### src/rcf_pkg.sv
// Shared types and constants for the reversible crossfade controller.
// No dependencies; every other file in src imports this package.
package rcf_pkg;

  // Field widths
  localparam int unsigned REQ_W   = 2;
  localparam int unsigned DUR_W   = 31;
  localparam int unsigned TIME_W  = 32;
  localparam int unsigned LEVEL_W = 8;

  // Interpolation datapath widths: span * elapsed fits in LEVEL_W + DUR_W bits
  localparam int unsigned PROD_W  = LEVEL_W + DUR_W;
  localparam int unsigned MCNT_W  = $clog2(LEVEL_W);
  localparam int unsigned DCNT_W  = $clog2(PROD_W);

  // APB register map
  localparam int unsigned PADDR_W = 3;
  localparam int unsigned PDATA_W = 32;
  localparam logic        REG_CFE = 1'b0;

  localparam logic [LEVEL_W-1:0] FULL_LEVEL = 8'hFF;

  // Request codes
  typedef enum logic [REQ_W-1:0] {
    REQ_START   = 2'd0,
    REQ_RESET   = 2'd1,
    REQ_REVERSE = 2'd2,
    REQ_DRAW    = 2'd3
  } req_t;

  // Fade phase codes (code 3 behaves as idle)
  localparam logic [1:0] PH_IDLE     = 2'd0;
  localparam logic [1:0] PH_STARTING = 2'd1;
  localparam logic [1:0] PH_RUNNING  = 2'd2;

endpackage

### src/rcf_if.sv
// Valid/ready channel interfaces for request and result beats.
// Depends on rcf_pkg for field widths.
interface rcf_req_if import rcf_pkg::*; ();
  logic              valid;
  logic              ready;
  logic [REQ_W-1:0]  req_type;
  logic [DUR_W-1:0]  duration_ms;
  logic [TIME_W-1:0] now_ms;

  modport source (output valid, req_type, duration_ms, now_ms, input ready);
  modport sink   (input valid, req_type, duration_ms, now_ms, output ready);
endinterface

interface rcf_res_if import rcf_pkg::*; ();
  logic               valid;
  logic               ready;
  logic [LEVEL_W-1:0] alpha_level;
  logic               fade_done;
  logic               draw_first;
  logic [LEVEL_W-1:0] first_opacity;
  logic               draw_second;
  logic [LEVEL_W-1:0] second_opacity;
  logic               redraw_request;

  modport source (output valid, alpha_level, fade_done, draw_first, first_opacity,
                  draw_second, second_opacity, redraw_request, input ready);
  modport sink   (input valid, alpha_level, fade_done, draw_first, first_opacity,
                  draw_second, second_opacity, redraw_request, output ready);
endinterface

### src/reversible_crossfade_controller.sv
// Top level of the reversible crossfade controller.
// Depends on rcf_pkg, rcf_if, rcf_cfg, rcf_mul and rcf_div.
//
// Usage:
//   req : valid/ready request channel (req_type, duration_ms, now_ms).
//   res : valid/ready result channel, one result beat per request beat.
//   APB : one register at byte address 0, bit 0 = cross_fade_enable.
//         Write it only while no request is in flight.
// Sequence: start, reset, reverse and non-interpolating draws pass through
//   the elapsed, decision and output states after accept. A draw that
//   interpolates mid-fade also runs the bit-serial multiplier (one span bit
//   a cycle) and then the restoring divider (one dividend bit a cycle).
// Flow: one request at a time; ready is high only when the
//   sequencer is idle, so a new request enters in the cycle after the last
//   result was loaded into the output register.
// Reset (rst, synchronous): fade state, enable bit and channels cleared,
//   phase idle, level 0. No clearing pass.
// Stall: the result stays in the output register until taken; the next
//   request is accepted meanwhile and its result waits until the register
//   frees up.
module reversible_crossfade_controller import rcf_pkg::*; (
  input  logic               clk,
  input  logic               rst,
  rcf_req_if.sink            req,
  rcf_res_if.source          res,
  input  logic               psel,
  input  logic               penable,
  input  logic               pwrite,
  input  logic [PADDR_W-1:0] paddr,
  input  logic [PDATA_W-1:0] pwdata,
  output logic [PDATA_W-1:0] prdata,
  output logic               pready
);

  typedef enum logic [5:0] {
    ST_IDLE = 6'b000001,
    ST_ELAP = 6'b000010,
    ST_DEC  = 6'b000100,
    ST_MUL  = 6'b001000,
    ST_DIV  = 6'b010000,
    ST_OUT  = 6'b100000
  } state_t;

  state_t state;

  // Captured request
  logic [REQ_W-1:0]  req_type;
  logic [DUR_W-1:0]  duration_ms;
  logic [TIME_W-1:0] now_ms;

  // Fade state
  logic [1:0]         phase;
  logic               reversed;
  logic [TIME_W-1:0]  start_time;
  logic [LEVEL_W-1:0] from_level;
  logic [LEVEL_W-1:0] to_level;
  logic [TIME_W-1:0]  active_duration;
  logic [DUR_W-1:0]   original_duration;
  logic [LEVEL_W-1:0] level;

  // Working registers
  logic [TIME_W-1:0] elapsed;
  logic              fin;
  logic              redraw;

  logic cross_fade_enable;

  // Interpolation unit hookup
  logic               rising;
  logic [LEVEL_W-1:0] span;
  logic               mul_start;
  logic               mul_done;
  logic [PROD_W-1:0]  product;
  logic               div_start;
  logic               div_done;
  logic [LEVEL_W-1:0] quotient;

  // Decision terms
  logic               over;
  logic               target_hit;
  logic               rev_next;
  logic               out_load;
  logic [LEVEL_W-1:0] fo_val;
  logic [LEVEL_W-1:0] so_val;
  logic               df_val;
  logic               ds_val;

  rcf_cfg u_cfg (
    .clk               (clk),
    .rst               (rst),
    .psel              (psel),
    .penable           (penable),
    .pwrite            (pwrite),
    .paddr             (paddr),
    .pwdata            (pwdata),
    .prdata            (prdata),
    .pready            (pready),
    .cross_fade_enable (cross_fade_enable)
  );

  rcf_mul u_mul (
    .clk     (clk),
    .rst     (rst),
    .start   (mul_start),
    .span    (span),
    .mcand   (elapsed[DUR_W-1:0]),
    .done    (mul_done),
    .product (product)
  );

  rcf_div u_div (
    .clk      (clk),
    .rst      (rst),
    .start    (div_start),
    .dividend (product),
    .divisor  (active_duration[DUR_W-1:0]),
    .done     (div_done),
    .quotient (quotient)
  );

  // Fade direction and level span
  assign rising = to_level >= from_level;
  assign span   = rising ? (to_level - from_level) : (from_level - to_level);

  // Fade-over and target tests against the active duration
  assign over       = active_duration[TIME_W-1] || (elapsed > active_duration);
  assign target_hit = active_duration[TIME_W-1] || (active_duration == '0) ||
                      (elapsed >= active_duration);
  assign rev_next   = ~reversed;

  assign mul_start = (state == ST_DEC) && (req_type == REQ_DRAW) &&
                     (phase == PH_RUNNING) && !target_hit;
  assign div_start = (state == ST_MUL) && mul_done;

  assign req.ready = (state == ST_IDLE);
  assign out_load  = (state == ST_OUT) && (!res.valid || res.ready);

  // Layer selection for a draw beat
  always_comb begin
    if (fin) begin
      df_val = !cross_fade_enable || (level == '0);
      fo_val = df_val ? FULL_LEVEL : '0;
      ds_val = (level == FULL_LEVEL);
      so_val = ds_val ? FULL_LEVEL : '0;
    end else begin
      df_val = 1'b1;
      fo_val = cross_fade_enable ? (FULL_LEVEL - level) : FULL_LEVEL;
      ds_val = (level != '0);
      so_val = level;
    end
  end

  // Sequencer and fade state
  always_ff @(posedge clk) begin
    if (rst) begin
      state             <= ST_IDLE;
      phase             <= PH_IDLE;
      reversed          <= 1'b0;
      start_time        <= '0;
      from_level        <= '0;
      to_level          <= '0;
      active_duration   <= '0;
      original_duration <= '0;
      level             <= '0;
      fin               <= 1'b0;
      redraw            <= 1'b0;
    end else begin
      case (state)
        ST_IDLE: begin
          if (req.valid) begin
            req_type    <= req.req_type;
            duration_ms <= req.duration_ms;
            now_ms      <= req.now_ms;
            state       <= ST_ELAP;
          end
        end
        ST_ELAP: begin
          elapsed <= now_ms - start_time;
          state   <= ST_DEC;
        end
        ST_DEC: begin
          fin    <= 1'b1;
          redraw <= 1'b0;
          state  <= ST_OUT;
          case (req_type)
            REQ_START: begin
              from_level        <= '0;
              to_level          <= FULL_LEVEL;
              level             <= '0;
              active_duration   <= TIME_W'(duration_ms);
              original_duration <= duration_ms;
              reversed          <= 1'b0;
              phase             <= PH_STARTING;
              redraw            <= 1'b1;
            end
            REQ_RESET: begin
              level  <= '0;
              phase  <= PH_IDLE;
              redraw <= 1'b1;
            end
            REQ_REVERSE: begin
              phase <= PH_STARTING;
              if (over) begin
                if (to_level == '0) begin
                  from_level <= '0;
                  to_level   <= FULL_LEVEL;
                  level      <= '0;
                  reversed   <= 1'b0;
                end else begin
                  from_level <= FULL_LEVEL;
                  to_level   <= '0;
                  level      <= FULL_LEVEL;
                  reversed   <= 1'b1;
                end
                active_duration   <= TIME_W'(duration_ms);
                original_duration <= duration_ms;
                redraw            <= 1'b1;
              end else begin
                // Turn back mid-fade from the current level
                reversed        <= rev_next;
                from_level      <= level;
                to_level        <= rev_next ? '0 : FULL_LEVEL;
                active_duration <= rev_next ? elapsed
                                            : (TIME_W'(original_duration) - elapsed);
              end
            end
            REQ_DRAW: begin
              if (phase == PH_STARTING) begin
                start_time <= now_ms;
                phase      <= PH_RUNNING;
                fin        <= 1'b0;
                redraw     <= 1'b1;
              end else if (phase == PH_RUNNING) begin
                if (target_hit) begin
                  level <= to_level;
                end else begin
                  fin    <= 1'b0;
                  redraw <= 1'b1;
                  state  <= ST_MUL;
                end
              end
            end
            default: begin
              state <= ST_OUT;
            end
          endcase
        end
        ST_MUL: begin
          if (mul_done) begin
            state <= ST_DIV;
          end
        end
        ST_DIV: begin
          if (div_done) begin
            level <= rising ? (from_level + quotient) : (from_level - quotient);
            state <= ST_OUT;
          end
        end
        ST_OUT: begin
          if (out_load) begin
            state <= ST_IDLE;
          end
        end
        default: begin
          state <= ST_IDLE;
        end
      endcase
    end
  end

  // Output register: one result beat per request
  always_ff @(posedge clk) begin
    if (rst) begin
      res.valid <= 1'b0;
    end else if (out_load) begin
      res.valid <= 1'b1;
    end else if (res.ready) begin
      res.valid <= 1'b0;
    end
  end

  always_ff @(posedge clk) begin
    if (out_load) begin
      res.alpha_level    <= level;
      res.redraw_request <= redraw;
      if (req_type == REQ_DRAW) begin
        res.fade_done      <= fin;
        res.draw_first     <= df_val;
        res.first_opacity  <= fo_val;
        res.draw_second    <= ds_val;
        res.second_opacity <= so_val;
      end else begin
        res.fade_done      <= 1'b0;
        res.draw_first     <= 1'b0;
        res.first_opacity  <= '0;
        res.draw_second    <= 1'b0;
        res.second_opacity <= '0;
      end
    end
  end

endmodule

### src/rcf_cfg.sv
// APB register block holding the cross-fade enable bit.
// Depends on rcf_pkg.
module rcf_cfg import rcf_pkg::*; (
  input  logic               clk,
  input  logic               rst,
  input  logic               psel,
  input  logic               penable,
  input  logic               pwrite,
  input  logic [PADDR_W-1:0] paddr,
  input  logic [PDATA_W-1:0] pwdata,
  output logic [PDATA_W-1:0] prdata,
  output logic               pready,
  output logic               cross_fade_enable
);

  assign pready = 1'b1;

  // Write at the access phase; word index is paddr[2]
  always_ff @(posedge clk) begin
    if (rst) begin
      cross_fade_enable <= 1'b0;
    end else if (psel && penable && pwrite && paddr[2] == REG_CFE) begin
      cross_fade_enable <= pwdata[0];
    end
  end

  // Read back
  always_comb begin
    prdata = '0;
    if (paddr[2] == REG_CFE) begin
      prdata[0] = cross_fade_enable;
    end
  end

endmodule

### src/rcf_mul.sv
// Bit-serial shift-add multiplier: span (8 bits, MSB first) times elapsed.
// Depends on rcf_pkg. One span bit per cycle.
module rcf_mul import rcf_pkg::*; (
  input  logic               clk,
  input  logic               rst,
  input  logic               start,
  input  logic [LEVEL_W-1:0] span,
  input  logic [DUR_W-1:0]   mcand,
  output logic               done,
  output logic [PROD_W-1:0]  product
);

  logic               busy;
  logic [MCNT_W-1:0]  cnt;
  logic [LEVEL_W-1:0] sh;

  // Control
  always_ff @(posedge clk) begin
    if (rst) begin
      busy <= 1'b0;
      done <= 1'b0;
      cnt  <= '0;
    end else begin
      done <= 1'b0;
      if (start) begin
        busy <= 1'b1;
        cnt  <= '0;
      end else if (busy) begin
        cnt <= cnt + 1'b1;
        if (cnt == MCNT_W'(LEVEL_W - 1)) begin
          busy <= 1'b0;
          done <= 1'b1;
        end
      end
    end
  end

  // Datapath: acc = 2*acc + bit*mcand
  always_ff @(posedge clk) begin
    if (start) begin
      sh      <= span;
      product <= '0;
    end else if (busy) begin
      sh      <= {sh[LEVEL_W-2:0], 1'b0};
      product <= {product[PROD_W-2:0], 1'b0} +
                 (sh[LEVEL_W-1] ? PROD_W'(mcand) : '0);
    end
  end

endmodule

### src/rcf_div.sv
// Restoring radix-2 divider, one dividend bit per cycle.
// Depends on rcf_pkg. Quotient is known to be below 256, so only 8 bits kept.
module rcf_div import rcf_pkg::*; (
  input  logic               clk,
  input  logic               rst,
  input  logic               start,
  input  logic [PROD_W-1:0]  dividend,
  input  logic [DUR_W-1:0]   divisor,
  output logic               done,
  output logic [LEVEL_W-1:0] quotient
);

  logic              busy;
  logic [DCNT_W-1:0] cnt;
  logic [PROD_W-1:0] dsh;
  logic [DUR_W-1:0]  rem;
  logic [DUR_W:0]    trial;
  logic              fits;

  assign trial = {rem, dsh[PROD_W-1]};
  assign fits  = trial >= {1'b0, divisor};

  // Control
  always_ff @(posedge clk) begin
    if (rst) begin
      busy <= 1'b0;
      done <= 1'b0;
      cnt  <= '0;
    end else begin
      done <= 1'b0;
      if (start) begin
        busy <= 1'b1;
        cnt  <= '0;
      end else if (busy) begin
        cnt <= cnt + 1'b1;
        if (cnt == DCNT_W'(PROD_W - 1)) begin
          busy <= 1'b0;
          done <= 1'b1;
        end
      end
    end
  end

  // Shift in one bit, trial subtract
  always_ff @(posedge clk) begin
    if (start) begin
      dsh      <= dividend;
      rem      <= '0;
      quotient <= '0;
    end else if (busy) begin
      dsh      <= {dsh[PROD_W-2:0], 1'b0};
      rem      <= fits ? DUR_W'(trial - {1'b0, divisor}) : DUR_W'(trial);
      quotient <= {quotient[LEVEL_W-2:0], fits};
    end
  end

endmodule
### src/flat_wrapper.sv
// flat-port wrapper written by rule: the top's interface ports become plain ports
module reversible_crossfade_controller_flat import rcf_pkg::*;
  (clk, rst, psel, penable, pwrite, paddr, pwdata, prdata, pready, req_valid, req_req_type, req_duration_ms, req_now_ms, req_ready, res_valid, res_alpha_level, res_fade_done, res_draw_first, res_first_opacity, res_draw_second, res_second_opacity, res_redraw_request, res_ready);
  rcf_req_if req_i ();
  rcf_res_if res_i ();
  input  logic clk;
  input  logic rst;
  input  logic psel;
  input  logic penable;
  input  logic pwrite;
  input  logic [PADDR_W-1:0] paddr;
  input  logic [PDATA_W-1:0] pwdata;
  output logic [PDATA_W-1:0] prdata;
  output logic pready;
  input wire logic [$bits(req_i.valid)-1:0] req_valid;
  input wire logic [$bits(req_i.req_type)-1:0] req_req_type;
  input wire logic [$bits(req_i.duration_ms)-1:0] req_duration_ms;
  input wire logic [$bits(req_i.now_ms)-1:0] req_now_ms;
  output wire logic [$bits(req_i.ready)-1:0] req_ready;
  output wire logic [$bits(res_i.valid)-1:0] res_valid;
  output wire logic [$bits(res_i.alpha_level)-1:0] res_alpha_level;
  output wire logic [$bits(res_i.fade_done)-1:0] res_fade_done;
  output wire logic [$bits(res_i.draw_first)-1:0] res_draw_first;
  output wire logic [$bits(res_i.first_opacity)-1:0] res_first_opacity;
  output wire logic [$bits(res_i.draw_second)-1:0] res_draw_second;
  output wire logic [$bits(res_i.second_opacity)-1:0] res_second_opacity;
  output wire logic [$bits(res_i.redraw_request)-1:0] res_redraw_request;
  input wire logic [$bits(res_i.ready)-1:0] res_ready;
  assign req_i.valid = req_valid;
  assign req_i.req_type = req_req_type;
  assign req_i.duration_ms = req_duration_ms;
  assign req_i.now_ms = req_now_ms;
  assign req_ready = req_i.ready;
  assign res_valid = res_i.valid;
  assign res_alpha_level = res_i.alpha_level;
  assign res_fade_done = res_i.fade_done;
  assign res_draw_first = res_i.draw_first;
  assign res_first_opacity = res_i.first_opacity;
  assign res_draw_second = res_i.draw_second;
  assign res_second_opacity = res_i.second_opacity;
  assign res_redraw_request = res_i.redraw_request;
  assign res_i.ready = res_ready;
  reversible_crossfade_controller u_core (.clk(clk), .rst(rst), .req(req_i), .res(res_i), .psel(psel), .penable(penable), .pwrite(pwrite), .paddr(paddr), .pwdata(pwdata), .prdata(prdata), .pready(pready));
endmodule
### config.mk
export PLATFORM = sky130hd
export DESIGN_NAME = reversible_crossfade_controller_flat
export DESIGN_NICKNAME = d
export VERILOG_FILES = /design/src/rcf_pkg.sv /design/src/rcf_if.sv /design/src/reversible_crossfade_controller.sv /design/src/rcf_cfg.sv /design/src/rcf_mul.sv /design/src/rcf_div.sv /design/src/flat_wrapper.sv
export SDC_FILE = /design/constraint.sdc
export NUM_CORES = 1
export LEC_CHECK = 0
export BUFFER_PORTS_ARGS = -buffer_cell sky130_fd_sc_hd__buf_2
export CAP_MARGIN = 20
export CELL_PAD_IN_SITES_DETAIL_PLACEMENT = 0
export CELL_PAD_IN_SITES_GLOBAL_PLACEMENT = 1
export CORE_AREA = 2 2 154 307
export CTS_BUF_LIST = sky130_fd_sc_hd__clkbuf_4
export CTS_CLUSTER_DIAMETER = 150
export DETAILED_ROUTE_END_ITERATION = 8
export DIE_AREA = 0 0 156 309
export PLACE_DENSITY_LB_ADDON = 0.08
export SYNTH_ARGS = -nofsm -noshare
export SYNTH_HDL_FRONTEND = slang
export SYNTH_SLANG_ARGS = --single-unit
### constraint.sdc
create_clock -name clk -period 6.6 [get_ports clk]
set_input_delay 1.32 -clock clk [delete_from_list [all_inputs] [get_ports clk]]
set_output_delay 1.32 -clock clk [all_outputs]
set_load 0.005 [all_outputs]
After elaboration in Yosys (flattened, before gate mapping)
Cells that the tools add are included.

word-level totals
  bits in registers = 395
  input port bits = 107
  output and inout port bits = 63
  logic and storage cells = 185

cells by class
  $add $sub $neg = 11
  order comparisons = 4
  equal/unequal tests = 23
  mux-type cells = 67
  bitwise operators = 5
  reduce and logical (&&, ||, !) cells = 40

operators with widths
  operator              number
  $mux W8               18
  $mux W31              3
  $mux W39              2
  $mux W32              2
  $pmux W32 S2          1
  $pmux W31 S2          1
  $mux W6               8
  $pmux W8 S2           3
  $add A39 B31 Y39      1
  $pmux W6 S6           1
  $ge A32 B31 Y1        1
  $ge A32 B32 Y1        1
  $gt A32 B32 Y1        1
  $logic_not A32 Y1     1
  $sub A31 B32 Y32      1
  $sub A32 B32 Y32      1
  $sub A31 B31 Y31      1
  $pmux W8 S3           1
  $sub A8 B8 Y8         3
  $mux W1               23
  $logic_not A8 Y1      2
  $eq A6 B6 Y1 const B  2
  $reduce_bool A2 Y1    5
  $reduce_and A3 Y1     3
  33 further kinds      64

Depth between registers and ports, before layout
Gate-level depths: netlist of the first run.

  word-level depth = 8
  depth in mapped cells = 20
  mapped depth without buffers = 19

By module
Synthesis of the first run repeated with hierarchy kept, for this count alone.

unflattened totals
  cells, all modules = 2,722
  area, all modules = 24,250.8 µm²

modules (own cells, without submodules)
  module                           instances  cells an instance  area each (µm²)  seq. area each (µm²)
  reversible_crossfade_controller  1          1,599              14,476.4         6,236.0
  rcf_div                          1          588                5,470.2          2,112.0
  rcf_mul                          1          495                3,995.1          1,121.1
  rcf_cfg                          1          40                 309.0            20.0

Worst setup path before layout of the first run
Ideal clock, no wire load.

  path kind = reg2reg
  start = register u_core.to_level[6]
  end = register u_core.level[7]
  data arrival time = 4.001 ns
  required time = 6.463 ns
  path slack = 2.462 ns
  cell stages (with the launch flop) = 20
  cells stage by stage = dfxtp_1 inv_1 ha_1 nor2b_1 o21a_1 o311ai_2 and2_1 clkbuf_1 nand2_1 o21ai_0 ha_1 a21o_1 a21o_1 a21o_1 a21oi_1 o21ai_0 xnor2_1 nor2_1 mux2i_1 o22ai_2

between the ends
  longest elaborated chain between the ends = 5

RTL lines
  element                                               RTL line                                RTL
  from (decl)                                           reversible_crossfade_controller.sv:56   logic [LEVEL_W-1:0] to_level;
  from (signal assigned)                                reversible_crossfade_controller.sv:222  to_level <= rev_next ? '0 : FULL_LEVEL;
  branches (longest 4 deep; another with $ge A8 B8 Y1)  n/a
  $pmux W8 S2 *                                         reversible_crossfade_controller.sv:168  case (state)
  to (signal assigned)                                  reversible_crossfade_controller.sv:235  level <= to_level;
  to (signal assigned)                                  reversible_crossfade_controller.sv:255  level <= rising ? (from_level + quotient) : (from_level - quotient);
  to (decl)                                             reversible_crossfade_controller.sv:59   logic [LEVEL_W-1:0] level;

Mark *: on every way between the ends. The select of a mux whose other input is x is not followed.
A chain may end at the register's enable or synchronous reset.

Worst setup path after layout of the first run
Ends and elaborated chain as after synthesis.

==> reports/metrics.sh, run 1 <==
OUTCOME='complete, no violations'
CTSRESIZECOUNT=0
GPL.FINAL_WEIGHTED_CONGESTION=0.951
PART_OF_THE_YOSYS_AREA_USED_FOR_SEQUENTIAL_ELEMENTS=0.401
SETUP-VIOLATIONS-FINAL=0
GRT_START_MAX_NET_PINS=79
CP_CELL_SEQUENCE='inv_1, ha_1, nor2b_1, o21a_1, o311ai_2, and2_1, nand2_1, o21ai_0, ha_1, a21o_1, a21o_1, a21o_1, a21oi_1, o21ai_0, xnor2_1, nor2_1, mux2i_1, o22ai_2'
POWER_LEAKAGE_nW=10.4
VIAS=19236
DETAIL_ROUTE.WL_PER_CELL_UM=18.4
CLOCK-SINKS=388
ROUTED_VIA_DENSITY=5.69
VIA_COUNT_OF_THE_FIRST_GLOBAL_ROUTING_PASS=19819
DETAILEDROUTE.FIRSTPASSITERATIONCOUNT=8
SYN-MEAN-INSTANCE-AREA_UM2=9.00
ANTENNA_FOUND_INITIAL=3
SYN-CELL-AREA_UM2=23700
DRC=0
TOTAL_OF_FLIP_FLOPS_PLUS_LATCHES_AFTER_SYNTHESIS=388
FINALHOLDVIOLATIONS=0
MOSTFREQUENTLAYOUTCELL='nand2_1'
GRT_USE_TOTAL=0.260
ROWS=111
TIMING.RR.START='u_core.to_level[6]'
CRIT_ARRIVAL_PS=5470
CTS_MADE_BUFFERS=92
POSTROUTEWIRELENGTH_MM=62.2
CRITICAL_PATH_CLASS='reg -> reg'
ANT_NETS=0
CORE_AREA_UM2=45700
NUMBER_OF_BUFFERS_INSERTED_FOR_HOLD_REPAIR_AFTER_CLOCK_TREE_SYNTHESIS=0
RR_WORST_DEPTH=18
WORST-PATH-BUF-INV=1
POSTCTSSETUPBUFFERS=0
DIE-HEIGHT_UM=309
POWERDENSITY_nW_PER_UM2=222
FLOORPLAN.DIE_AREA_UM2=48200
NUM_IO_PINS=170
CP-START-KIND='flip-flop'
DIE_WIDTH_UM=156
HOLD_CLASS='reg -> reg'
DETAIL_ROUTE.ITER0.VIOLATIONS=786
RATIO_OF_CELLS_WITH_DRIVE_ABOVE_1_IN_THE_FINAL_LAYOUT=0.117
CLK_TRANSITION_REPORTED_PATHS_PS=80
MAX_FREQ_GHz=0.209
LAYOUT.CORE_UTILIZATION=0.562
SYNTH_EDF_COUNT=172
SYNTH_CELLS=2632
CRIT_FANOUT=13
SYNTHESIS.YOSYS.WARNINGS=0
CLOCK_TREE_FROM_TRITONCTS='done'
CRITICAL-PATH-TOP-CELL-BY-COUNT='a21o_1'
FINAL-MAX-SLEW-VIOLATION-COUNT=0
SYNTHTOLAYOUTAREAGROWTH_PCT=8.36
MIN_DELAY_PATH_DEPTH=0
CP_SLOWEST_CELL='dfxtp_1'
TIMING.HOLD.WORST_ENDPOINT='u_core.res.redraw_request'
WORST_SLEW_PIN_SLEW_PS=1060
PLACE_HPWL_MM=46.8
GRT_PASS1_WL_MM=98.8
SYNTHARSTFLOPSHARE=0
FINALSETUPTNS_PS=0
SLEW_HEADROOM=0.296
YS.FLOP_TYPE='dfxtp_1'
MIN-DELAY-START='u_core.redraw'
R2R-END='u_core.level[7]'
CTS_MAX_LEVEL=3
FINALNETCOUNT=3028
POST-PLACE-WS_PS=1800
VDD.IR_DROP.WORST_mV=0.158
WORST-ENDPOINT-REQUIRED_PS=7300
PLACE.PORT_BUFFERS=104
NETLIST-CELL-TYPE-COUNT=97
CLOCK_SKEW_PS=47.3
FINAL_PERIOD_MINUS_WORST_SETUP_SLACK_PS=4770
POST-ROUTE-WORST-SETUP-SLACK_PS=1830
FINAL_MIN_PERIOD_OVER_CLOCK_PERIOD=0.723
POST-ROUTE-CELL-AREA_UM2=25700
CTS-ROOT-BUF='clkbuf_4'
CRITICAL_PATH.TOP_DELAY_FAMILY='compound AO/OA/AOI/OAI gates'
TIMING.REG2REG.SETUP_SLACK_PS=1830
MAX-CLOCK-PATH-BUFFERS=3
LAUNCH_POINT_OF_THE_CRITICAL_PATH='u_core.to_level[6]'
CRITICAL_PATH.ENDPOINT_TYPE='flip-flop'
DRV_CAP=0
UNREPAIRED_SETUP_ENDPOINTS_AFTER_GLOBAL_ROUTING='no'
GR-TOTAL-OVERFLOW=0
INITIAL_STANDARD_CELL_UTILIZATION_OF_THE_CORE=0.518
PLACED_AREA_UM2=24400
CRITPATHMAXSTAGEDELAY_PS=680
HOLDWS_PS=435
LAYOUT.CELLS.MOST_COMMON_LIST='nand2_1, a21oi_1, dfxtp_1'
WORSTSKEWPAIRLATENCY_PS=840
state kept, by name, indices dropped and copies added, names as in the netlist, 2 cells and up:
register	count
u_core.active_duration	32
u_core.u_div.cnt	6
u_core.from_level	8
u_core.res.alpha_level	8
u_core.now_ms	32
u_core.u_div.dsh	39
u_core.req_type	2
u_core.u_mul.sh	8
u_core.res.second_opacity	8
u_core.state	6
u_core.level	8
u_core.u_div.quotient	8
u_core.phase	2
u_core.u_mul.cnt	3
u_core.duration_ms	31
u_core.elapsed	32
u_core.res.first_opacity	8
u_core.u_mul.product	39
u_core.start_time	32
u_core.original_duration	31
u_core.u_div.rem	31
cells in the mapped netlist (all sizes together) (5+ instances only):
| library cell | n | area share |
|---|---|---|
| xor2 | 43 | 0.016 |
| and4 | 6 | 0.0022 |
| ha | 182 | 0.096 |
| a21boi | 6 | 0.0019 |
| nor4 | 17 | 0.0050 |
| a211o | 7 | 0.0027 |
| dfxtp | 216 | 0.18 |
| a31oi | 23 | 0.0063 |
| a31o | 8 | 0.0030 |
| o211ai | 34 | 0.011 |
| mux2i | 77 | 0.033 |
| nor2 | 157 | 0.025 |
| nor3 | 46 | 0.010 |
| edfxtp | 172 | 0.22 |
| a211oi | 41 | 0.013 |
| or3 | 7 | 0.0018 |
| inv | 158 | 0.025 |
| nor3b | 5 | 0.0018 |
| a2111oi | 6 | 0.0030 |
| nor2b | 37 | 0.0098 |
| a311oi | 9 | 0.0033 |
| o32ai | 7 | 0.0026 |
| o31ai | 20 | 0.0065 |
| a21oi | 248 | 0.052 |
| o211a | 5 | 0.0021 |
| or2 | 6 | 0.0016 |
| o21ai | 98 | 0.021 |
| o21bai | 11 | 0.0035 |
| o22ai | 11 | 0.0050 |
| buf | 57 | 0.017 |
| nand2b | 40 | 0.011 |
| and3 | 17 | 0.0045 |
| nand3b | 8 | 0.0025 |
| nand3 | 31 | 0.0065 |
| nand2 | 386 | 0.062 |
| a221oi | 10 | 0.0044 |
| and2 | 41 | 0.011 |
| nand4 | 33 | 0.0090 |
| fa | 7 | 0.0059 |
| xnor2 | 89 | 0.033 |
| a21o | 72 | 0.023 |
| clkbuf | 92 | 0.016 |
| o21a | 37 | 0.012 |
metrics by stage:
| step | total power [W] | cells |
|---|---|---|
| 2_1_floorplan | 0.00351 | 2662 |
| 3_3_place_gp | 0.00370 | 3203 |
| 3_5_place_dp | 0.00373 | 3203 |
| 4_1_cts | 0.00577 | 3377 |
| 5_1_grt | 0.00600 | 3381 |
| 6_report | 0.00570 | 3381 |
routing by layer:
layer | vias to the layer above | part of all wire | GRT usage
met5 | - | 0 | 0
met1 | 9060 | 0.35 | 0.246
met3 | 170 | 0.033 | 0.0373
met2 | 426 | 0.56 | 0.513
met4 | 0 | 0.059 | 0.164
li1 | 9580 | - | -
cell families after synthesis:
family	share of synthesized area
buffers and inverters	0.0581
AOI/OAI and AO/OA	0.188
other	0.000317
muxes	0.0335
xor gates and xnor gates	0.0488
DFF	0.401
adders and majority gates	0.102
and+or+nand+nor	0.168
worst reg2reg max path: stages (launching register included):
cell and delay [ps]:
dfxtp_1 680, inv_1 330, ha_1 460, nor2b_1 170
o21a_1 180, o311ai_2 390, and2_1 430, nand2_1 90
o21ai_0 160, ha_1 300, a21o_1 170, a21o_1 190
a21o_1 180, a21oi_1 240, o21ai_0 170, xnor2_1 180
nor2_1 50, mux2i_1 160, o22ai_2 90
worst max-delay path by stage:
stage,slack (ps),endpoint,depth (start not counted)
3_5_place_dp,1800,u_core.level[7],18
2_1_floorplan,2460,u_core.level[7],19
6_report,1830,u_core.level[7],18
4_1_cts,1760,u_core.level[7],18
5_1_grt,1420,u_core.level[7],18
3_3_place_gp,1840,u_core.level[7],18
power breakdown:
group	switching [W]	internal, W	total, W
registers	0.0000850	0.00260	0.00269
clock network	0.000998	0.00102	0.00202
logic	0.000575	0.000423	0.000998
total	0.00166	0.00404	0.00570
final cells by class:
type                       instances  area [um2]
timing repair buffer             125         681
clock inverter                    40         211
antenna                            4        10.0
fill                            4276       20000
clock buffer                     134        1010
sequential                       388        9490
multi-input combinational       1967       13000
tap                              565         707
inverter                         158         593
No activity file was read; power rests on OpenSTA's default activity.
==> inputs of run 2 (changes only) <==
--- a/config.mk
+++ b/config.mk
@@ -9,11 +9,11 @@
 export CAP_MARGIN = 20
 export CELL_PAD_IN_SITES_DETAIL_PLACEMENT = 0
 export CELL_PAD_IN_SITES_GLOBAL_PLACEMENT = 1
-export CORE_AREA = 2 2 154 307
+export CORE_AREA = 2 2 159 316
 export CTS_BUF_LIST = sky130_fd_sc_hd__clkbuf_4
 export CTS_CLUSTER_DIAMETER = 150
 export DETAILED_ROUTE_END_ITERATION = 8
-export DIE_AREA = 0 0 156 309
+export DIE_AREA = 0 0 161 318
 export PLACE_DENSITY_LB_ADDON = 0.08
 export SYNTH_ARGS = -nofsm -noshare
 export SYNTH_HDL_FRONTEND = slang
==> constraint.sdc (replaced) <==
create_clock -name clk -period 4.9 [get_ports clk]
set_input_delay 0.98 -clock clk [delete_from_list [all_inputs] [get_ports clk]]
set_output_delay 0.98 -clock clk [all_outputs]
set_load 0.005 [all_outputs]
==> reports/metrics.sh, run 2 (same netlist as run 1, synthesis figures left out) <==
GR-USAGE-MET2=0.400  # was 0.513
DETAIL_ROUTE.WL_PER_CELL_UM=17.6  # was 18.4 um
MAX-CLOCK-PATH-BUFFERS=3  # unchanged
GPL.FINAL_WEIGHTED_CONGESTION=0.885  # was 0.951
TIMING.REG2REG.SETUP_SLACK_PS=760  # was 1830 ps
LAUNCH_POINT_OF_THE_CRITICAL_PATH='u_core.to_level[6]'  # unchanged
FIN_TOTAL_PWR_W=0.00774  # was 0.00570 W
FLOORPLAN.DIE_AREA_UM2=51200  # was 48,200 um2
ROWS=115  # was 111
FINALNETCOUNT=3035  # was 3,028
CTSRESIZECOUNT=0  # unchanged
NUMBER_OF_FILL_CELLS=4754  # was 4,276
MIN-DELAY-START='req_duration_ms[22]'  # was u_core.redraw
CP_CELL_SEQUENCE='inv_1, ha_1, nor2b_1, o21a_1, o311ai_2, and2_1, nand2_1, o21ai_0, ha_1, a21o_1, a21o_1, a21o_1, a21oi_1, o21ai_0, xnor2_1, nor2_1, mux2i_1, o22ai_2'  # unchanged
VIAS=18864  # was 19,236
PLACE_HPWL_MM=45.2  # was 46.8 mm
CRIT_FANOUT=8  # was 13
VDD.IR_DROP.WORST_mV=0.219  # was 0.158 mV
GRT_START_MAX_NET_PINS=72  # was 79
CLOCK-SINKS=388  # unchanged
CRITPATHMAXSTAGEDELAY_PS=400  # was 680 ps
RATIO_OF_CELLS_WITH_DRIVE_ABOVE_1_IN_THE_FINAL_LAYOUT=0.119  # was 0.117
SETUP-VIOLATIONS-FINAL=0  # unchanged
GRT_PASS1_WL_MM=97.4  # was 98.8 mm
CRITICAL_PATH.ENDPOINT_TYPE='flip-flop'  # unchanged
DETAILEDROUTE.FIRSTPASSITERATIONCOUNT=5  # was 8
POWER_LEAKAGE_nW=10.4  # about the same
POWERDENSITY_nW_PER_UM2=299  # was 222 nW/um2
VIA_COUNT_OF_THE_FIRST_GLOBAL_ROUTING_PASS=18186  # was 19,819
CTS-ROOT-BUF='clkbuf_4'  # unchanged
CLK_TRANSITION_REPORTED_PATHS_PS=80  # about the same
HOLD_CLASS='in -> reg'  # was reg -> reg
NUM_IO_PINS=170  # unchanged
ANT_NETS=0  # unchanged
MOSTFREQUENTLAYOUTCELL='nand2_1'  # unchanged
CTS_MAX_LEVEL=3  # unchanged
OUTCOME='complete, no violations'  # unchanged
FINALSETUPTNS_PS=0  # unchanged
ROUTED_VIA_DENSITY=5.45  # was 5.69
LAYOUT.CELLS.MOST_COMMON_LIST='nand2_1, a21oi_1, dfxtp_1'  # unchanged
WORST_SLEW_PIN_SLEW_PS=889  # was 1060 ps
CP-START-KIND='flip-flop'  # unchanged
CRITICAL_PATH_CLASS='reg -> reg'  # unchanged
CLOCK_TREE_FROM_TRITONCTS='done'  # unchanged
FINAL_PERIOD_MINUS_WORST_SETUP_SLACK_PS=4140  # was 4770 ps
FINALHOLDVIOLATIONS=0  # unchanged
FINAL_MIN_PERIOD_OVER_CLOCK_PERIOD=0.846  # was 0.723
REG.LARGEST.LIST='u_core.u_div.dsh (39), u_core.u_mul.product (39)'  # unchanged
CRIT_ARRIVAL_PS=4830  # was 5470 ps
WORST-ENDPOINT-REQUIRED_PS=5580  # was 7300 ps
ANTENNA_FOUND_INITIAL=2  # was 3
R2R-END='u_core.level[7]'  # unchanged
PLACE.PORT_BUFFERS=104  # unchanged
TIMING.HOLD.WORST_ENDPOINT='u_core.duration_ms[22]'  # was u_core.res.redraw_request
GR-TOTAL-OVERFLOW=0  # unchanged
MAX_FREQ_GHz=0.241  # was 0.209 GHz
DIE-HEIGHT_UM=318  # was 309 um
MIN_DELAY_PATH_DEPTH=1  # was 0
CTS_MADE_BUFFERS=91  # was 92
TIMING.RR.START='u_core.to_level[6]'  # unchanged
POSTCTSSETUPBUFFERS=0  # unchanged
FINAL-MAX-SLEW-VIOLATION-COUNT=0  # unchanged
GLOBAL_ROUTE.USAGE.MET1=0.308  # was 0.246
WORSTSKEWPAIRLATENCY_PS=850  # was 840 ps
CLOCK_SKEW_PS=47.7  # was 47.3 ps
RR_WORST_DEPTH=18  # unchanged
CRITICAL-PATH-TOP-CELL-BY-COUNT='a21o_1'  # unchanged
INITIAL_STANDARD_CELL_UTILIZATION_OF_THE_CORE=0.484  # was 0.518
SLEW_HEADROOM=0.407  # was 0.296
CORE_AREA_UM2=48900  # was 45,700 um2
DRV_CAP=0  # unchanged
GRT_USE_MET3=0.0320  # was 0.0373
CP_SLOWEST_CELL='and2_1'  # was dfxtp_1
DIE_WIDTH_UM=161  # was 156 um
DRC=0  # unchanged
GRT_USE_TOTAL=0.239  # was 0.260
DETAIL_ROUTE.ITER0.VIOLATIONS=1202  # was 786
NUMBER_OF_BUFFERS_INSERTED_FOR_HOLD_REPAIR_AFTER_CLOCK_TREE_SYNTHESIS=0  # unchanged
UNREPAIRED_SETUP_ENDPOINTS_AFTER_GLOBAL_ROUTING='no'  # unchanged
POSTROUTEWIRELENGTH_MM=60.8  # was 62.2 mm
GLOBALROUTE.BUSIESTLAYER='met2'  # unchanged
SYNTHTOLAYOUTAREAGROWTH_PCT=9.28  # was 8.36%
run 2: power by group:
| part | switching (W) | leakage (nW) | total (W) | internal [W] |
|---|---|---|---|---|
| clock network | 0.00135 | 0.733 | 0.00281 | 0.00146 |
| logic | 0.000730 | 6.35 | 0.00131 | 0.000576 |
| registers | 0.000118 | 3.32 | 0.00362 | 0.00351 |
| total | 0.00220 | 10.4 | 0.00774 | 0.00554 |
run 2: critical path: cells and delay by family, from the launching register on:
kind | cells | cell delay, ps
AOI/OAI and AO/OA | 9 | 1760
xor gates and xnor gates | 1 | 180
adders and majority gates | 2 | 640
buffers and inverters | 1 | 250
DFF | 1 | 310
muxes | 1 | 160
and+or+nand+nor | 4 | 720
run 2: metal layers:
metal  vias to the layer above  share of wire
li1                       9603              -
met1                      8730           0.45
met2                       411           0.48
met3                       120          0.037
met4                         0          0.038
met5                         -              0
run 2: per-stage QoR:
stage / cell area (um2) / hold WS (ps) / worst slack, ps / utilization / instances
after floorplan: 23800 / 408 / 762 / - / 2662
after global placement: 24600 / 425 / 810 / 0.503 / 3289
after detailed placement: 24600 / 426 / 741 / 0.503 / 3289
after CTS: 25900 / 223 / 743 / 0.529 / 3458
after global routing: 25900 / 260 / 416 / 0.529 / 3460
final: 25900 / 305 / 757 / 0.529 / 3462
run 2: worst max path at each step:
| stage | endpoint | slack (ps) | depth (start not counted) |
|---|---|---|---|
| 2_1_floorplan | u_core.level[7] | 760 | 19 |
| 4_1_cts | u_core.level[7] | 740 | 19 |
| 6_report | u_core.level[7] | 760 | 18 |
| 3_3_place_gp | u_core.level[7] | 810 | 18 |
| 5_1_grt | u_core.level[7] | 420 | 19 |
| 3_5_place_dp | u_core.level[7] | 740 | 18 |
run 2: area by class of cell:
class,instances,area (um2),area share
multi-input cells,1967,13000,0.501
flip-flops and latches,388,9490,0.367
clock inverters,37,262,0.0101
well taps,643,805,0.0311
inverters,158,593,0.0229
diodes,4,10.0,0.000387
clock buffers,132,991,0.0383
repair buffers,133,766,0.0296
==> inputs of run 3 (changes only) <==
--- a/config.mk
+++ b/config.mk
@@ -5,15 +5,16 @@
 export SDC_FILE = /design/constraint.sdc
 export NUM_CORES = 1
 export LEC_CHECK = 0
+export ABC_AREA = 1
 export BUFFER_PORTS_ARGS = -buffer_cell sky130_fd_sc_hd__buf_2
 export CAP_MARGIN = 20
 export CELL_PAD_IN_SITES_DETAIL_PLACEMENT = 0
 export CELL_PAD_IN_SITES_GLOBAL_PLACEMENT = 1
-export CORE_AREA = 2 2 159 316
+export CORE_AREA = 2 2 175 348
 export CTS_BUF_LIST = sky130_fd_sc_hd__clkbuf_4
 export CTS_CLUSTER_DIAMETER = 150
 export DETAILED_ROUTE_END_ITERATION = 8
-export DIE_AREA = 0 0 161 318
+export DIE_AREA = 0 0 177 350
 export PLACE_DENSITY_LB_ADDON = 0.08
 export SYNTH_ARGS = -nofsm -noshare
 export SYNTH_HDL_FRONTEND = slang
==> constraint.sdc (replaced) <==
create_clock -name clk -period 3.69 [get_ports clk]
set_input_delay 0.738 -clock clk [delete_from_list [all_inputs] [get_ports clk]]
set_output_delay 0.738 -clock clk [all_outputs]
set_load 0.005 [all_outputs]
==> reports/metrics.sh, run 3 <==
YS.FLOP_TYPE='dfxtp_1'  # unchanged
GRT_START_MAX_NET_PINS=61  # was 72
FINAL_MIN_PERIOD_OVER_CLOCK_PERIOD=0.909  # was 0.846
NETLIST_TOP_CELLS_AREA='edfxtp_1, dfxtp_1, nand2_1'  # was edfxtp_1, dfxtp_1, ha_1
CP_SLOWEST_CELL='fa_1'  # was and2_1
FINALSETUPTNS_PS=0  # unchanged
WORST-PATH-BUF-INV=5  # was 1
OUTCOME='complete, no violations'  # unchanged
SYNTH_CELLS=3291  # was 2,632
SYN-CELL-AREA_UM2=24700  # was 23,700 um2
REG.LARGEST.LIST='u_core.u_div.dsh (39), u_core.u_mul.product (39)'  # unchanged
FINALNETCOUNT=3832  # was 3,035
GRT_USE_TOTAL=0.271  # was 0.239
POSTCTSSETUPBUFFERS=0  # unchanged
CRIT_FANOUT=7  # was 8
SYNTH_EDF_COUNT=172  # unchanged
CTS-ROOT-BUF='clkbuf_4'  # unchanged
SYNTHTOLAYOUTAREAGROWTH_PCT=14.8  # was 9.28%
SYNTH_COMPOUND_AREA_FRAC=0.163  # was 0.188
SYNTH_TOP_AREA_SHARE=0.209  # was 0.218
HOLDWS_PS=165  # was 305 ps
WORSTSKEWPAIRLATENCY_PS=960  # was 850 ps
PLACE_HPWL_MM=65.7  # was 45.2 mm
VIA_COUNT_OF_THE_FIRST_GLOBAL_ROUTING_PASS=23736  # was 18,186
FINALHOLDVIOLATIONS=0  # unchanged
ROWS=126  # was 115
DETAIL_ROUTE.ITER0.VIOLATIONS=979  # was 1,202
POST_SYNTHESIS_MUX_AREA_SHARE=0.000811  # was 0.0335
VDD.IR_DROP.WORST_mV=0.369  # was 0.219 mV
ROUTED_VIA_DENSITY=5.21  # was 5.45
MAX_FREQ_GHz=0.298  # was 0.241 GHz
CP_CELL_SEQUENCE='inv_1, ha_1, fa_1, o21ai_1, nand2_1, nand3_2, clkinv_1, buf_4, nand2_1, xor2_1, inv_1, ha_1, inv_1, o21ai_0, a21oi_1, o21ai_0, a21oi_1, nor2_1, a21oi_1'  # was inv_1, ha_1, nor2b_1, o21a_1, o311ai_2, and2_1, nand2_1, o21ai_0, ha_1, a21o_1, a21o_1, a21o_1, a21oi_1, o21ai_0, xnor2_1, nor2_1, mux2i_1, o22ai_2
YOSYSMOSTFREQUENTCELL='nand2_1'  # unchanged
ANTENNA_FOUND_INITIAL=3  # was 2
POWER_LEAKAGE_nW=12.7  # was 10.4 nW
SYNTH-ADDER-AREA-SHARE=0.0980  # was 0.102
FINAL_PERIOD_MINUS_WORST_SETUP_SLACK_PS=3350  # was 4140 ps
HOLD_CLASS='in -> reg'  # unchanged
WORST-ENDPOINT-REQUIRED_PS=4580  # was 5580 ps
GRT_PASS1_WL_MM=127  # was 97.4 mm
CTS_MAX_LEVEL=3  # unchanged
POSTROUTEWIRELENGTH_MM=83.3  # was 60.8 mm
LAYOUT.CELLS.MOST_COMMON_LIST='nand2_1, inv_1, nor2_1'  # was nand2_1, a21oi_1, dfxtp_1
NETLIST.TOP_CELL.BY_AREA='edfxtp_1'  # unchanged
DIE_WIDTH_UM=177  # was 161 um
UNREPAIRED_SETUP_ENDPOINTS_AFTER_GLOBAL_ROUTING='no'  # unchanged
CRIT_ARRIVAL_PS=4240  # was 4830 ps
WORST_SLEW_PIN_SLEW_PS=1030  # was 889 ps
SYNTHARSTFLOPSHARE=0  # unchanged
LAYOUT.CORE_UTILIZATION=0.479  # was 0.529
MOSTFREQUENTLAYOUTCELL='nand2_1'  # unchanged
CRITICAL_PATH.ENDPOINT_TYPE='flip-flop'  # unchanged
CTS_MADE_BUFFERS=97  # was 91
INITIAL_STANDARD_CELL_UTILIZATION_OF_THE_CORE=0.417  # was 0.484
NETLIST-CELL-TYPE-COUNT=59  # was 97
GR-TOTAL-OVERFLOW=0  # unchanged
YOSYS.AREA_SHARE.SIMPLE=0.230  # was 0.168
POST-PLACE-WS_PS=114  # was 741 ps
CORE_AREA_UM2=59100  # was 48,900 um2
CP-START-KIND='flip-flop'  # unchanged
POST-ROUTE-CELL-AREA_UM2=28300  # was 25,900 um2
CLOCK-SINKS=388  # unchanged
DRC=0  # unchanged
DETAILEDROUTE.FIRSTPASSITERATIONCOUNT=5  # unchanged
CLK_TRANSITION_REPORTED_PATHS_PS=70  # was 80 ps
CRITICAL_PATH_CLASS='reg -> reg'  # unchanged
TOTAL_OF_FLIP_FLOPS_PLUS_LATCHES_AFTER_SYNTHESIS=388  # unchanged
PART_OF_THE_YOSYS_AREA_USED_FOR_SEQUENTIAL_ELEMENTS=0.385  # was 0.401
SYNTH_TOP_FAMILY_BY_AREA='simple AND/OR/NAND/NOR gates'  # was compound AO/OA/AOI/OAI gates
DETAIL_ROUTE.WL_PER_CELL_UM=19.0  # was 17.6 um
CRITICAL_PATH.TOP_DELAY_FAMILY='adder cells'  # was compound AO/OA/AOI/OAI gates
PLACE.PORT_BUFFERS=104  # unchanged
SYNTH_XOR_XNOR_AREA_SHARE=0.0284  # was 0.0488
PLACED_AREA_UM2=26200  # was 24,600 um2
ANT_NETS=0  # unchanged
RATIO_OF_CELLS_WITH_DRIVE_ABOVE_1_IN_THE_FINAL_LAYOUT=0.109  # was 0.119
CLOCK_SKEW_PS=41.5  # was 47.7 ps
POST-ROUTE-WORST-SETUP-SLACK_PS=336  # was 757 ps
MAX-CLOCK-PATH-BUFFERS=3  # unchanged
FINAL-MAX-SLEW-VIOLATION-COUNT=0  # unchanged
CLOCK_TREE_FROM_TRITONCTS='done'  # unchanged
SYNTHESIS.YOSYS.WARNINGS=0  # unchanged
FLOORPLAN.DIE_AREA_UM2=62000  # was 51,200 um2
SLEW_HEADROOM=0.312  # was 0.407
SYN-MEAN-INSTANCE-AREA_UM2=7.50  # was 9.00 um2
CRITPATHMAXSTAGEDELAY_PS=430  # was 400 ps
GPL.FINAL_WEIGHTED_CONGESTION=1.04  # was 0.885
SETUP-VIOLATIONS-FINAL=0  # unchanged
DIE-HEIGHT_UM=350  # was 318 um
POWERDENSITY_nW_PER_UM2=400  # was 299 nW/um2
SYNTH.TOP_CELLS.BY_COUNT='nand2_1, inv_1, nor2_1, a21oi_1, o21ai_0'  # was nand2_1, a21oi_1, dfxtp_1, ha_1, edfxtp_1
DRV_CAP=0  # unchanged
VIAS=22881  # was 18,864
NUM_IO_PINS=170  # unchanged
==> run 3: cell types whose count changed in the layout (fill, tap and decap cells not counted), sizes merged, moves of 56 or more <==
cell,before,now
nand2,386,760
dlygate4sd3,0,67
nand3,31,126
nor2,157,320
inv,158,444
a21o,72,16
mux2i,77,2
xnor2,89,25
o21ai,98,238
==> run 3: what timing repair did <==
| item | CTS | global route |
|---|---|---|
| endpoints found under the hold margin | 66 | 0 |
| endpoints found under the setup margin | 0 | 3 |
| hold buffers | 67 | 0 |
| gates resized for setup | 0 | 4 |
==> run 3: per-stage QoR <==
step | instances | total power [W]
finish | 4391 | 0.0113
global route | 4391 | 0.0120
CTS | 4388 | 0.0115
detailed placement | 4138 | 0.00720
global placement | 4138 | 0.00718
floorplan | 3321 | 0.00650
==> run 3: layout make-up <==
type	instances	area, um2
antenna	3	7.51
clock buffer	139	1040
inverter	448	1680
fill	6054	30800
multi-input combinational	2365	13000
clock inverter	44	348
timing repair buffer	236	1780
tap	768	961
sequential	388	9490
==> run 3: power by group <==
part	total, W	switching (W)	leakage [nW]	internal (W)
logic	0.00234	0.00152	8.55	0.000829
registers	0.00484	0.000157	3.33	0.00468
clock network	0.00415	0.00198	0.800	0.00217
total	0.0113	0.00365	12.7	0.00768
==> run 3: cell families after synthesis <==
| kind of cell | Yosys count |
|---|---|
| AO/OA/AOI/OAI | 712 |
| AND/OR/NAND/NOR | 1350 |
| adder cells (fa/ha/maj) | 189 |
| XOR/XNOR | 80 |
| buffers and inverters | 568 |
| other | 2 |
| multiplexers | 2 |
| flip-flops | 388 |
==> run 3: path summary, 6_finish.rpt <==
check,start,endpoint,slack (ps),depth (start not counted)
worst max-delay path,u_core.to_level[6],u_core.level[6],340,19
worst min-delay path,res_ready,u_core.state[5],170,4
worst max register to register,u_core.to_level[6],u_core.level[6],340,19
worst min register to register,u_core.phase[1],u_core.phase[1],460,2
==> run 3: metal layers <==
layer / wire length (um) / track usage
met1: 29200 / 0.251
met2: 45500 / 0.527
met3: 2500 / 0.0356
met4: 6110 / 0.197
met5: 0 / 0
==> run 3: worst register-to-register path: stages, from the launching register on <==
cell and delay, ps:
dfxtp_1 330, inv_1 90, ha_1 250, fa_1 430, o21ai_1 200, nand2_1 90, nand3_2 150, clkinv_1 140
buf_4 190, nand2_1 70, xor2_1 150, inv_1 60, ha_1 320, inv_1 90, o21ai_0 90, a21oi_1 160
o21ai_0 100, a21oi_1 160, nor2_1 60, a21oi_1 150
